==> src/mqf_pkg.sv <==
package mqf_pkg;

    localparam int QUEUES   = 24;
    localparam int CAPACITY = 64;
    localparam int ID_BITS  = 16;
    localparam int PTR_W    = $clog2(CAPACITY);
    localparam int CNT_W    = $clog2(CAPACITY + 1);
    localparam int QIDX_W   = 5;

    localparam logic [1:0] ACT_ADD  = 2'd0;
    localparam logic [1:0] ACT_RIDE = 2'd1;
    localparam logic [1:0] ACT_LIST = 2'd2;
    localparam logic [1:0] ACT_NOP  = 2'd3;

    localparam logic [1:0] ST_OK    = 2'd0;
    localparam logic [1:0] ST_RANGE = 2'd1;
    localparam logic [1:0] ST_EMPTY = 2'd2;
    localparam logic [1:0] ST_FULL  = 2'd3;

    typedef struct packed {
        logic [1:0]  action;
        logic [4:0]  queue_index;
        logic [15:0] visitor_id;
    } in_item_t;

    typedef struct packed {
        logic [1:0]  status;
        logic [15:0] result_id;
        logic        last_of_run;
    } out_item_t;

    // Classified command passed from front to back
    typedef struct packed {
        logic [1:0]        action;
        logic              range_err;
        logic [QIDX_W-1:0] queue_index;
        logic [15:0]       visitor_id;
    } cmd_t;

endpackage

==> src/multi_queue_fifo_manager.sv <==
// A list streams the queue's ids from the head, one id a cycle while pop keeps up.
// Commands are taken one at a time, paced by the single read port of the link
// and id memories; the front holds up to two waiting commands.
// Reset: asynchronous, active low; all queues empty, store unused.
module multi_queue_fifo_manager (
    input  logic               clk,
    input  logic               rst_n,
    input  logic               push,
    output logic               full,
    input  mqf_pkg::in_item_t  in_item,
    output logic               empty,
    input  logic               pop,
    output mqf_pkg::out_item_t out_item
);
    import mqf_pkg::*;

    logic cmd_valid, cmd_take;
    cmd_t cmd;

    mqf_front u_front (
        .clk(clk), .rst_n(rst_n), .push(push), .full(full), .in_item(in_item),
        .cmd_valid(cmd_valid), .cmd(cmd), .cmd_take(cmd_take));

    mqf_back u_back (
        .clk(clk), .rst_n(rst_n), .cmd_valid(cmd_valid), .cmd(cmd),
        .cmd_take(cmd_take), .empty(empty), .pop(pop), .out_item(out_item));

endmodule

==> src/mqf_ram.sv <==
module mqf_ram #(
    parameter int WIDTH = 8,
    parameter int DEPTH = 64
) (
    input  logic                     clk,
    input  logic                     we,
    input  logic [$clog2(DEPTH)-1:0] waddr,
    input  logic [WIDTH-1:0]         wdata,
    input  logic [$clog2(DEPTH)-1:0] raddr,
    output logic [WIDTH-1:0]         rdata
);

    logic [WIDTH-1:0] mem [DEPTH];

    always_ff @(posedge clk)
    begin
        if (we)
        begin
            mem[waddr] <= wdata;
        end
        rdata <= mem[raddr];
    end

endmodule

==> src/mqf_front.sv <==
module mqf_front (
    input  logic            clk,
    input  logic            rst_n,
    input  logic            push,
    output logic            full,
    input  mqf_pkg::in_item_t in_item,
    output logic            cmd_valid,
    output mqf_pkg::cmd_t   cmd,
    input  logic            cmd_take
);
    import mqf_pkg::*;

    // Two-entry command queue between front and back
    cmd_t       buf_reg [2];
    logic       rd_reg, rd_next, wr_reg, wr_next;
    logic [1:0] cnt_reg, cnt_next;
    logic       accept;
    cmd_t       c;

    assign full      = (cnt_reg == 2'd2);
    assign accept    = push && !full && (in_item.action != ACT_NOP);
    assign cmd_valid = (cnt_reg != 2'd0);
    assign cmd       = buf_reg[rd_reg];

    always_comb
    begin
        c.action      = in_item.action;
        c.range_err   = (32'(in_item.queue_index) >= QUEUES);
        c.queue_index = in_item.queue_index;
        c.visitor_id  = in_item.visitor_id & 16'((64'd1 << ID_BITS) - 64'd1);
        wr_next  = accept ? ~wr_reg : wr_reg;
        rd_next  = cmd_take ? ~rd_reg : rd_reg;
        cnt_next = cnt_reg + {1'b0, accept} - {1'b0, cmd_take};
    end

    always_ff @(posedge clk)
    begin
        if (accept)
        begin
            buf_reg[wr_reg] <= c;
        end
    end

    always_ff @(posedge clk or negedge rst_n)
    begin
        if (!rst_n)
        begin
            rd_reg  <= 1'b0;
            wr_reg  <= 1'b0;
            cnt_reg <= 2'd0;
        end
        else
        begin
            rd_reg  <= rd_next;
            wr_reg  <= wr_next;
            cnt_reg <= cnt_next;
        end
    end

endmodule

==> src/mqf_back.sv <==
module mqf_back (
    input  logic               clk,
    input  logic               rst_n,
    input  logic               cmd_valid,
    input  mqf_pkg::cmd_t      cmd,
    output logic               cmd_take,
    output logic               empty,
    input  logic               pop,
    output mqf_pkg::out_item_t out_item
);
    import mqf_pkg::*;

    localparam logic [1:0] S_IDLE = 2'd0;
    localparam logic [1:0] S_READ = 2'd1;
    localparam logic [1:0] S_EMIT = 2'd2;

    logic [1:0]       state_reg, state_next;
    cmd_t             cur_reg, cur_next;
    logic [PTR_W-1:0] head_reg [QUEUES];
    logic [PTR_W-1:0] tail_reg [QUEUES];
    logic [CNT_W-1:0] qcnt_reg [QUEUES];
    logic [PTR_W-1:0] free_head_reg, free_head_next;
    logic [CNT_W-1:0] freed_reg, freed_next;
    logic [CNT_W-1:0] fresh_reg, fresh_next;
    logic [CNT_W-1:0] left_reg, left_next;
    logic [PTR_W-1:0] slot_reg, slot_next;
    logic             ovalid_reg, ovalid_next;
    out_item_t        out_reg, out_next;

    logic             link_we, id_we;
    logic [PTR_W-1:0] link_waddr, link_wdata, id_waddr, rd_addr;
    logic [PTR_W-1:0] link_rdata;
    logic [15:0]      id_rdata;

    logic             q_we;
    logic [PTR_W-1:0] q_head_w, q_tail_w;
    logic [CNT_W-1:0] q_cnt_w;
    logic [QIDX_W-1:0] q;
    logic             out_free;

    assign q        = cur_reg.queue_index;
    assign empty    = !ovalid_reg;
    assign out_item = out_reg;
    assign out_free = !ovalid_reg || pop;

    mqf_ram #(.WIDTH(PTR_W), .DEPTH(CAPACITY)) u_link (
        .clk(clk), .we(link_we), .waddr(link_waddr), .wdata(link_wdata),
        .raddr(rd_addr), .rdata(link_rdata));

    mqf_ram #(.WIDTH(16), .DEPTH(CAPACITY)) u_id (
        .clk(clk), .we(id_we), .waddr(id_waddr), .wdata(cur_reg.visitor_id),
        .raddr(rd_addr), .rdata(id_rdata));

    always_comb
    begin
        state_next     = state_reg;
        cur_next       = cur_reg;
        free_head_next = free_head_reg;
        freed_next     = freed_reg;
        fresh_next     = fresh_reg;
        left_next      = left_reg;
        slot_next      = slot_reg;
        ovalid_next    = ovalid_reg && !pop;
        out_next       = out_reg;
        cmd_take       = 1'b0;
        link_we        = 1'b0;
        link_waddr     = slot_reg;
        link_wdata     = free_head_reg;
        id_we          = 1'b0;
        id_waddr       = slot_reg;
        rd_addr        = slot_reg;
        q_we           = 1'b0;
        q_head_w       = head_reg[q];
        q_tail_w       = tail_reg[q];
        q_cnt_w        = qcnt_reg[q];

        unique case (state_reg)
            S_IDLE:
            begin
                if (cmd_valid)
                begin
                    cmd_take   = 1'b1;
                    cur_next   = cmd;
                    state_next = S_READ;
                    // fetch free-list link ahead of a possible add
                    rd_addr    = free_head_reg;
                end
            end
            S_READ:
            begin
                // hold the free-list link read while the output is blocked
                rd_addr = free_head_reg;
                if (out_free)
                begin
                    ovalid_next          = 1'b1;
                    out_next.result_id   = '0;
                    out_next.last_of_run = 1'b1;
                    state_next           = S_IDLE;
                    if (cur_reg.range_err)
                    begin
                        out_next.status = ST_RANGE;
                    end
                    else if (cur_reg.action == ACT_ADD)
                    begin
                        if (freed_reg != '0 || fresh_reg < CNT_W'(CAPACITY))
                        begin
                            out_next.status = ST_OK;
                            if (freed_reg != '0)
                            begin
                                id_waddr       = free_head_reg;
                                free_head_next = link_rdata;
                                freed_next     = freed_reg - CNT_W'(1);
                            end
                            else
                            begin
                                id_waddr   = fresh_reg[PTR_W-1:0];
                                fresh_next = fresh_reg + CNT_W'(1);
                            end
                            id_we = 1'b1;
                            q_we  = 1'b1;
                            if (qcnt_reg[q] == '0)
                            begin
                                q_head_w = id_waddr;
                            end
                            else
                            begin
                                link_we    = 1'b1;
                                link_waddr = tail_reg[q];
                                link_wdata = id_waddr;
                            end
                            q_tail_w = id_waddr;
                            q_cnt_w  = qcnt_reg[q] + CNT_W'(1);
                        end
                        else
                        begin
                            out_next.status = ST_FULL;
                        end
                    end
                    else if (qcnt_reg[q] == '0)
                    begin
                        out_next.status = ST_EMPTY;
                    end
                    else
                    begin
                        // ride or list: start a chain read at the head
                        ovalid_next = ovalid_reg && !pop;
                        rd_addr     = head_reg[q];
                        slot_next   = head_reg[q];
                        left_next   = qcnt_reg[q];
                        state_next  = S_EMIT;
                    end
                end
            end
            S_EMIT:
            begin
                rd_addr = slot_reg;
                if (out_free)
                begin
                    ovalid_next          = 1'b1;
                    out_next.status      = ST_OK;
                    out_next.result_id   = id_rdata;
                    if (cur_reg.action == ACT_RIDE)
                    begin
                        out_next.last_of_run = 1'b1;
                        q_we    = 1'b1;
                        q_cnt_w = qcnt_reg[q] - CNT_W'(1);
                        if (qcnt_reg[q] == CNT_W'(1))
                        begin
                            q_head_w = '0;
                            q_tail_w = '0;
                        end
                        else
                        begin
                            q_head_w = link_rdata;
                        end
                        link_we        = 1'b1;
                        link_waddr     = slot_reg;
                        link_wdata     = free_head_reg;
                        free_head_next = slot_reg;
                        freed_next     = freed_reg + CNT_W'(1);
                        state_next     = S_IDLE;
                    end
                    else
                    begin
                        out_next.last_of_run = (left_reg == CNT_W'(1));
                        left_next = left_reg - CNT_W'(1);
                        slot_next = link_rdata;
                        rd_addr   = link_rdata;
                        if (left_reg == CNT_W'(1))
                        begin
                            state_next = S_IDLE;
                        end
                    end
                end
            end
            default:
            begin
                state_next = S_IDLE;
            end
        endcase
    end

    always_ff @(posedge clk)
    begin
        out_reg <= out_next;
        cur_reg <= cur_next;
    end

    always_ff @(posedge clk or negedge rst_n)
    begin
        if (!rst_n)
        begin
            state_reg     <= S_IDLE;
            free_head_reg <= '0;
            freed_reg     <= '0;
            fresh_reg     <= '0;
            left_reg      <= '0;
            slot_reg      <= '0;
            ovalid_reg    <= 1'b0;
            for (int i = 0; i < QUEUES; i++)
            begin
                head_reg[i] <= '0;
                tail_reg[i] <= '0;
                qcnt_reg[i] <= '0;
            end
        end
        else
        begin
            state_reg     <= state_next;
            free_head_reg <= free_head_next;
            freed_reg     <= freed_next;
            fresh_reg     <= fresh_next;
            left_reg      <= left_next;
            slot_reg      <= slot_next;
            ovalid_reg    <= ovalid_next;
            if (q_we)
            begin
                head_reg[q] <= q_head_w;
                tail_reg[q] <= q_tail_w;
                qcnt_reg[q] <= q_cnt_w;
            end
        end
    end

endmodule

==> config.mk <==
export PLATFORM = sky130hd
export DESIGN_NAME = multi_queue_fifo_manager
export DESIGN_NICKNAME = d
export VERILOG_FILES = /design/src/mqf_pkg.sv /design/src/multi_queue_fifo_manager.sv /design/src/mqf_ram.sv /design/src/mqf_front.sv /design/src/mqf_back.sv
export SDC_FILE = /design/constraint.sdc
export NUM_CORES = 2
export LEC_CHECK = 0
export ABC_AREA = 1
export BUFFER_PORTS_ARGS = -buffer_cell sky130_fd_sc_hd__buf_2
export CORE_UTILIZATION = 56
export CTS_BUF_LIST = sky130_fd_sc_hd__clkbuf_8
export CTS_CLUSTER_DIAMETER = 60
export DETAILED_ROUTE_END_ITERATION = 16
export PLACE_DENSITY = 0.74
export SLEW_MARGIN = 10
export SYNTH_ARGS = -nofsm -noshare
export SYNTH_HDL_FRONTEND = slang
export SYNTH_SLANG_ARGS = --single-unit
==> constraint.sdc <==
create_clock -name clk -period 5.9 [get_ports clk]
set_clock_uncertainty 0.05 [all_clocks]
set_input_delay 1.77 -clock clk [delete_from_list [all_inputs] [get_ports clk]]
set_output_delay 1.77 -clock clk [all_outputs]
set_load 0.005 [all_outputs]
# After elaboration in Yosys (flattened, before gate mapping)
# Memory sizes are Yosys's and may differ from the RTL's. A register that Yosys moved wholly into a read port is not among the register bits.
# Cells that the tools add are included.
# op_classes
n_addsub	8
n_lt_le_gt_ge	4
n_eq_ne	20
mux	139
n_bitwise	5
n_reduce_logical	23
# op_table
operator	count
$mux W6	56
$bwmux W144	2
$bwmux W168	1
$mux W7	22
$bmux W6 S5	2
$pmux W6 S2	4
$pmux W7 S2	3
$mux W19	2
$pmux W19 S2	1
$bmux W7 S5	1
$demux W7 S5	1
$demux W6 S5	1
$mux W1	26
$mux W2	12
$add A7 B1 Y7 const B	3
$sub A7 B1 Y7 const B	3
$pmux W6 S3	1
$eq A7 B1 Y1 const B	2
$ne A2 B1 Y1 const B	6
$ne A2 B2 Y1 const B	6
$reduce_and A4 Y1	2
$reduce_and A8 Y1	1
$logic_not A7 Y1	1
$lt A7 B7 Y1 const B	1
24 further kinds	39
# word_totals
reg_bits	515
mem_bits_rw	1456
inputBits	27
output_inout_bits	21
wordCells	287
n_memories	3
# mem_list
memory	words	word_bits	rd	rd_ports_with_merged_regs	write_ports	line_no	rtl
u_back.u_id.mem	64	16	1	1	1	mqf_ram.sv:13	logic [WIDTH-1:0] mem [DEPTH];
u_back.u_link.mem	64	6	1	1	1	mqf_ram.sv:13	
u_front.buf_reg	2	24	1	1	1	mqf_front.sv:14	cmd_t buf_reg [2];

# Longest topological paths before layout
# depth
depth_word	13
ltp_mapped	33
mapped_depth_nobuf	26

# Modules after synthesis
# Synthesis repeated with hierarchy kept, for this count alone.
# unflattened
cells_unflattened	8376
area_unflattened_um2	85798.5
# by_module_without_submodules
mod	n_inst	cells_per_inst	area_each_um2	seq_area_each_um2
mqf_ram (u_back.u_id)	1	3534	42140.4	31069.8
mqf_back	1	3296	25678.4	13603.0
mqf_ram (u_back.u_link)	1	1390	15935.3	11651.2
mqf_front	1	156	2044.5	1541.5

# Worst setup path before layout
# OpenSTA, ideal clock, no wires.
# synth_timing
path_type	in2reg
start	in pop
end	mem u_back.u_link.mem[0][0] (netlist bit) (data pin)
t_arrival_ps	5206
required_time_ps	5148
slack_ps	-58
stages	8
n_path_buf	1
path_cell_list	nor2_1 nor2_1 nand2_1 nor2_1 inv_1 nor2_2 clkbuf_1 o21ai_0
# synth_via
elab_chain_len	3
# synth_lines
item	line_no	rtl
start: declaration	multi_queue_fifo_manager.sv:12	input logic pop,
$logic_or A1 B1 Y1	mqf_back.sv:44	assign out_free = !ovalid_reg || pop;
$mux W6	mqf_back.sv:93	if (out_free)
$mux W6	-	
via u_back.link_wdata[0]	mqf_back.sv:31	logic [PTR_W-1:0] link_waddr, link_wdata, id_waddr, rd_addr;
end: declaration	mqf_ram.sv:13	
# The timed path passes the listed nets, and every way through them passes these cells.

# Worst setup path in the final report
# layout_timing
start	reg u_back.cur_reg, in the netlist u_back.q[1]
end	mem u_back.u_link.mem[46][0] (netlist bit), enable pin
# layout_via
elab_chain_len	13
# layout_lines
item	line_no	rtl
start: declaration	mqf_back.sv:18	cmd_t cur_reg, cur_next;
start signal: assignment	mqf_back.sv:206	cur_reg <= cur_next;
$not A5 Y6 (not written as such) *	mqf_back.sv:121, mqf_back.sv:128	
$bmux W7 S5	mqf_back.sv:121	if (qcnt_reg[q] == '0)
$mux W7 (not written as such) (2 in a row)	mqf_back.sv:121	
$logic_not A7 Y1	mqf_back.sv:121	
$mux W1	mqf_back.sv:121	
$mux W1	mqf_back.sv:105	if (freed_reg != '0 || fresh_reg < CNT_W'(CAPACITY))
$mux W1	mqf_back.sv:103	else if (cur_reg.action == ACT_ADD)
$mux W1	mqf_back.sv:99	if (cur_reg.range_err)
$mux W1	mqf_back.sv:93	
$pmux W1 S2	mqf_back.sv:77	unique case (state_reg)
$mux W1	mqf_ram.sv:17	if (we)
$mux W1 (not written as such)	mqf_ram.sv:19	mem[waddr] <= wdata;
# Every way passes the cells marked *; elsewhere a longest branch is shown, timed or not. The select of a mux whose other input is x is not followed.

==> metrics.txt <==
result of the run complete, no violations; grt total ovfl 0; Antenna Violating Nets Remaining 0; number of nets at the end of the flow 8745; final core utilization 0.625; clock sinks 2017; CTS max path bufs 4; FP Rows 145; slew of the pin with the lowest slew margin 1.25 ns; fraction of layout instances using a drive strength above 1 0.0974; drt total wl 245 mm; top-level I/O count 48; Post-Place Cells 10414; netlist area before placement 88400 um2; final setup violation count 0; Synthesized Nets 8661; number of violations of the max-capacitance limit 0; core box area 156000 um2; PortBufs 47; Filler Cell Count 12196; number of distinct library cells after synthesis 55; synthesized instance count 8615; Crit path required time 6.46 ns; timing-limited maximum frequency 181 MHz; crit share post-route 0.935; clock network latency to the later pin of the worst-skew pair 1.06 ns; ys flop type edfxtp_1; Synthesis Warnings 0; worst setup path class reg2reg; via count of the first global-routing pass 63348; flip-flop count of the largest register after layout 1024; most common library cell in the layout ignoring fill and taps nand2_1; Chip Height 399 um; clock tree from TritonCTS done; die extent in x 399 um; Max Transition Viols Final 0; proportion of register bits with asynchronous set or reset after synthesis 0.246; area delta synth->final 10.6%; Reg2Reg Setup Slack 0.38 ns; number of buffers created by CTS 339; Detailed Route Iter0 Violations 8980; arrival time at the worst endpoint 6.08 ns; Final min period 5.52 ns; most used cells in the layout excluding fill and tap cells nand2_1, nand3_1, edfxtp_1; Post-Layout Cell Count 11002; HPWL after detailed placement 145 mm; Die ar. 159000 um2; vias per cell 5.95; DRC violations left 0; nature of the critical path startpoint flip-flop; count of H-tree levels built during CTS 5; maximum fanout encountered on the critical timing path 21; sequential cell area fraction in the yosys report 0.655; number of enable flip-flop cells after synthesis 1499; Hold-fix buffers, CTS 0; setup repair after global routing missed its margin no; final hold vios 0; master cell of the clock root buffer clkbuf_8; worst r2r path cells 22; instance count along the most critical hold path 2; effective utilization at floorplan 0.565; CTS clock-pin slew for the worst setup and hold paths 0.06 ns; hold endpoint u_back.qcnt_reg[98]; terminus of the critical flop-to-flop path u_back.u_link.mem[46][0]; worst min path class reg2reg; startpoint of the most critical hold path u_back.qcnt_reg[98]; first-pass iteration count of the detailed router 8; via count of the routed design 65496; gp weighted congestion 0.920; per-instance average area after synthesis 10.3 um2; flops & latches, synth 2017; pin count of the biggest net entering global routing 190; aggregate global-route resource usage 0.308; routed len/inst 22.3 um; wire length of the first global-routing pass 374 mm; slew margin rel. 0.167; antenna violations before repair 4; type of element capturing the critical path flip-flop; Reg2Reg Launch Point u_back.q[1]
## layer usage
layer	vias up	global-route usage	wire (um)
li1	29550	-	-
met1	31517	0.414	93900
met2	3745	0.481	114000
met3	682	0.0577	24900
met4	2	0.155	12300
met5	-	0	11
## synth_stat cells (11+ instances only)
| cell type | count | area [um2] |
|---|---|---|
| xor2_1 | 11 | 96.3 |
| buf_2 | 233 | 1170 |
| nand4_1 | 19 | 119 |
| edfxtp_1 | 1499 | 45000 |
| dfxtp_1 | 22 | 440 |
| ha_1 | 18 | 225 |
| buf_1 | 49 | 184 |
| clkbuf_1 | 236 | 886 |
| a21oi_1 | 97 | 485 |
| dfrtp_1 | 496 | 12400 |
| nand3_1 | 1536 | 7690 |
| nor3_1 | 14 | 70.1 |
| nor2_1 | 212 | 796 |
| nand2_1 | 2285 | 8580 |
| nand3b_1 | 264 | 1980 |
| o21ai_1 | 31 | 155 |
| buf_4 | 56 | 420 |
| buf_6 | 17 | 191 |
| o22ai_1 | 21 | 131 |
| or2_2 | 21 | 131 |
| o211ai_1 | 13 | 97.6 |
| inv_1 | 685 | 2570 |
| a22oi_1 | 149 | 1120 |
| o21ai_0 | 520 | 2600 |
| inv_2 | 17 | 63.8 |
## what timing repair did
| action | 4_1_cts | 5_1_grt |
|---|---|---|
| endpoints found under the hold margin | 0 | 0 |
| resized for setup | 0 | 6 |
| buffers inserted | 0 | 2 |
| setup endpoints to repair | 0 | 68 |
## kinds of logic after synthesis
| group | after synthesis | synth area share |
|---|---|---|
| AOI/OAI and AO/OA | 868 | 0.0556 |
| and+or+nand+nor | 4392 | 0.223 |
| xor gates and xnor gates | 15 | 0.00149 |
| DFF | 2017 | 0.655 |
| adders and majority gates | 19 | 0.00277 |
| buffers and inverters | 1304 | 0.0626 |
## area by class of cell
type / count / area (um2) / share of cell area
diodes: 3 / 7.51 / 0.0000768
repair buffers: 334 / 3130 / 0.0320
flip-flops and latches: 2017 / 57900 / 0.592
clock inverters: 200 / 1020 / 0.0105
well taps: 2058 / 2570 / 0.0263
inverters: 713 / 2690 / 0.0275
clock buffers: 383 / 5270 / 0.0539
multi-input cells: 5294 / 25200 / 0.258
## worst max-delay path: stages (launching register included)
cell	delay, ns
edfxtp_1	0.40
buf_4	0.20
buf_4	0.19
nand2_2	0.09
inv_2	0.20
a22oi_1	0.29
a21oi_1	0.10
nor4_1	0.49
nand2_1	0.29
inv_2	0.17
ha_1	0.17
inv_1	0.06
nor2_2	0.11
nand2_2	0.15
inv_1	0.10
nor2_2	0.04
inv_1	0.30
nand2_1	0.12
o21ai_1	0.31
inv_1	0.13
nor2_1	0.25
nand2_1	0.35
nor2_1	0.50
## worst max path at each step
stage / startpoint / end / slack, ns / cells past startpoint
2_1_floorplan: pop / u_back.u_link.mem[0][0] / -0.06 / 8
3_3_place_gp: u_back.q[1] / u_back.u_id.rdata[11] / 0.41 / 27
3_5_place_dp: u_back.q[1] / u_back.u_id.rdata[14] / 0.43 / 28
4_1_cts: u_back.q[1] / u_back.u_link.mem[38][3] / 0.40 / 21
5_1_grt: u_back.q[0] / u_back.u_id.rdata[2] / 0.12 / 25
6_report: u_back.q[1] / u_back.u_link.mem[46][0] / 0.38 / 22
## metrics by stage
| step | setup WS (ns) | TNS (ns) | instance area (um2) | hold slack (ns) |
|---|---|---|---|---|
| 3_5_place_dp | 0.430 | 0 | 91400 | 0.423 |
| 5_1_grt | 0.123 | 0 | 97700 | 0.448 |
| 4_1_cts | 0.402 | 0 | 97700 | 0.438 |
| 2_1_floorplan | -0.0579 | -22.24 | 88400 | 0.398 |
| 3_3_place_gp | 0.413 | 0 | 91400 | 0.407 |
| 6_report | 0.385 | 0 | 97700 | 0.434 |
Power is left out: the tool's default activity adds up to more than one toggle a clock period on the data nets, which glitch-free logic cannot reach.
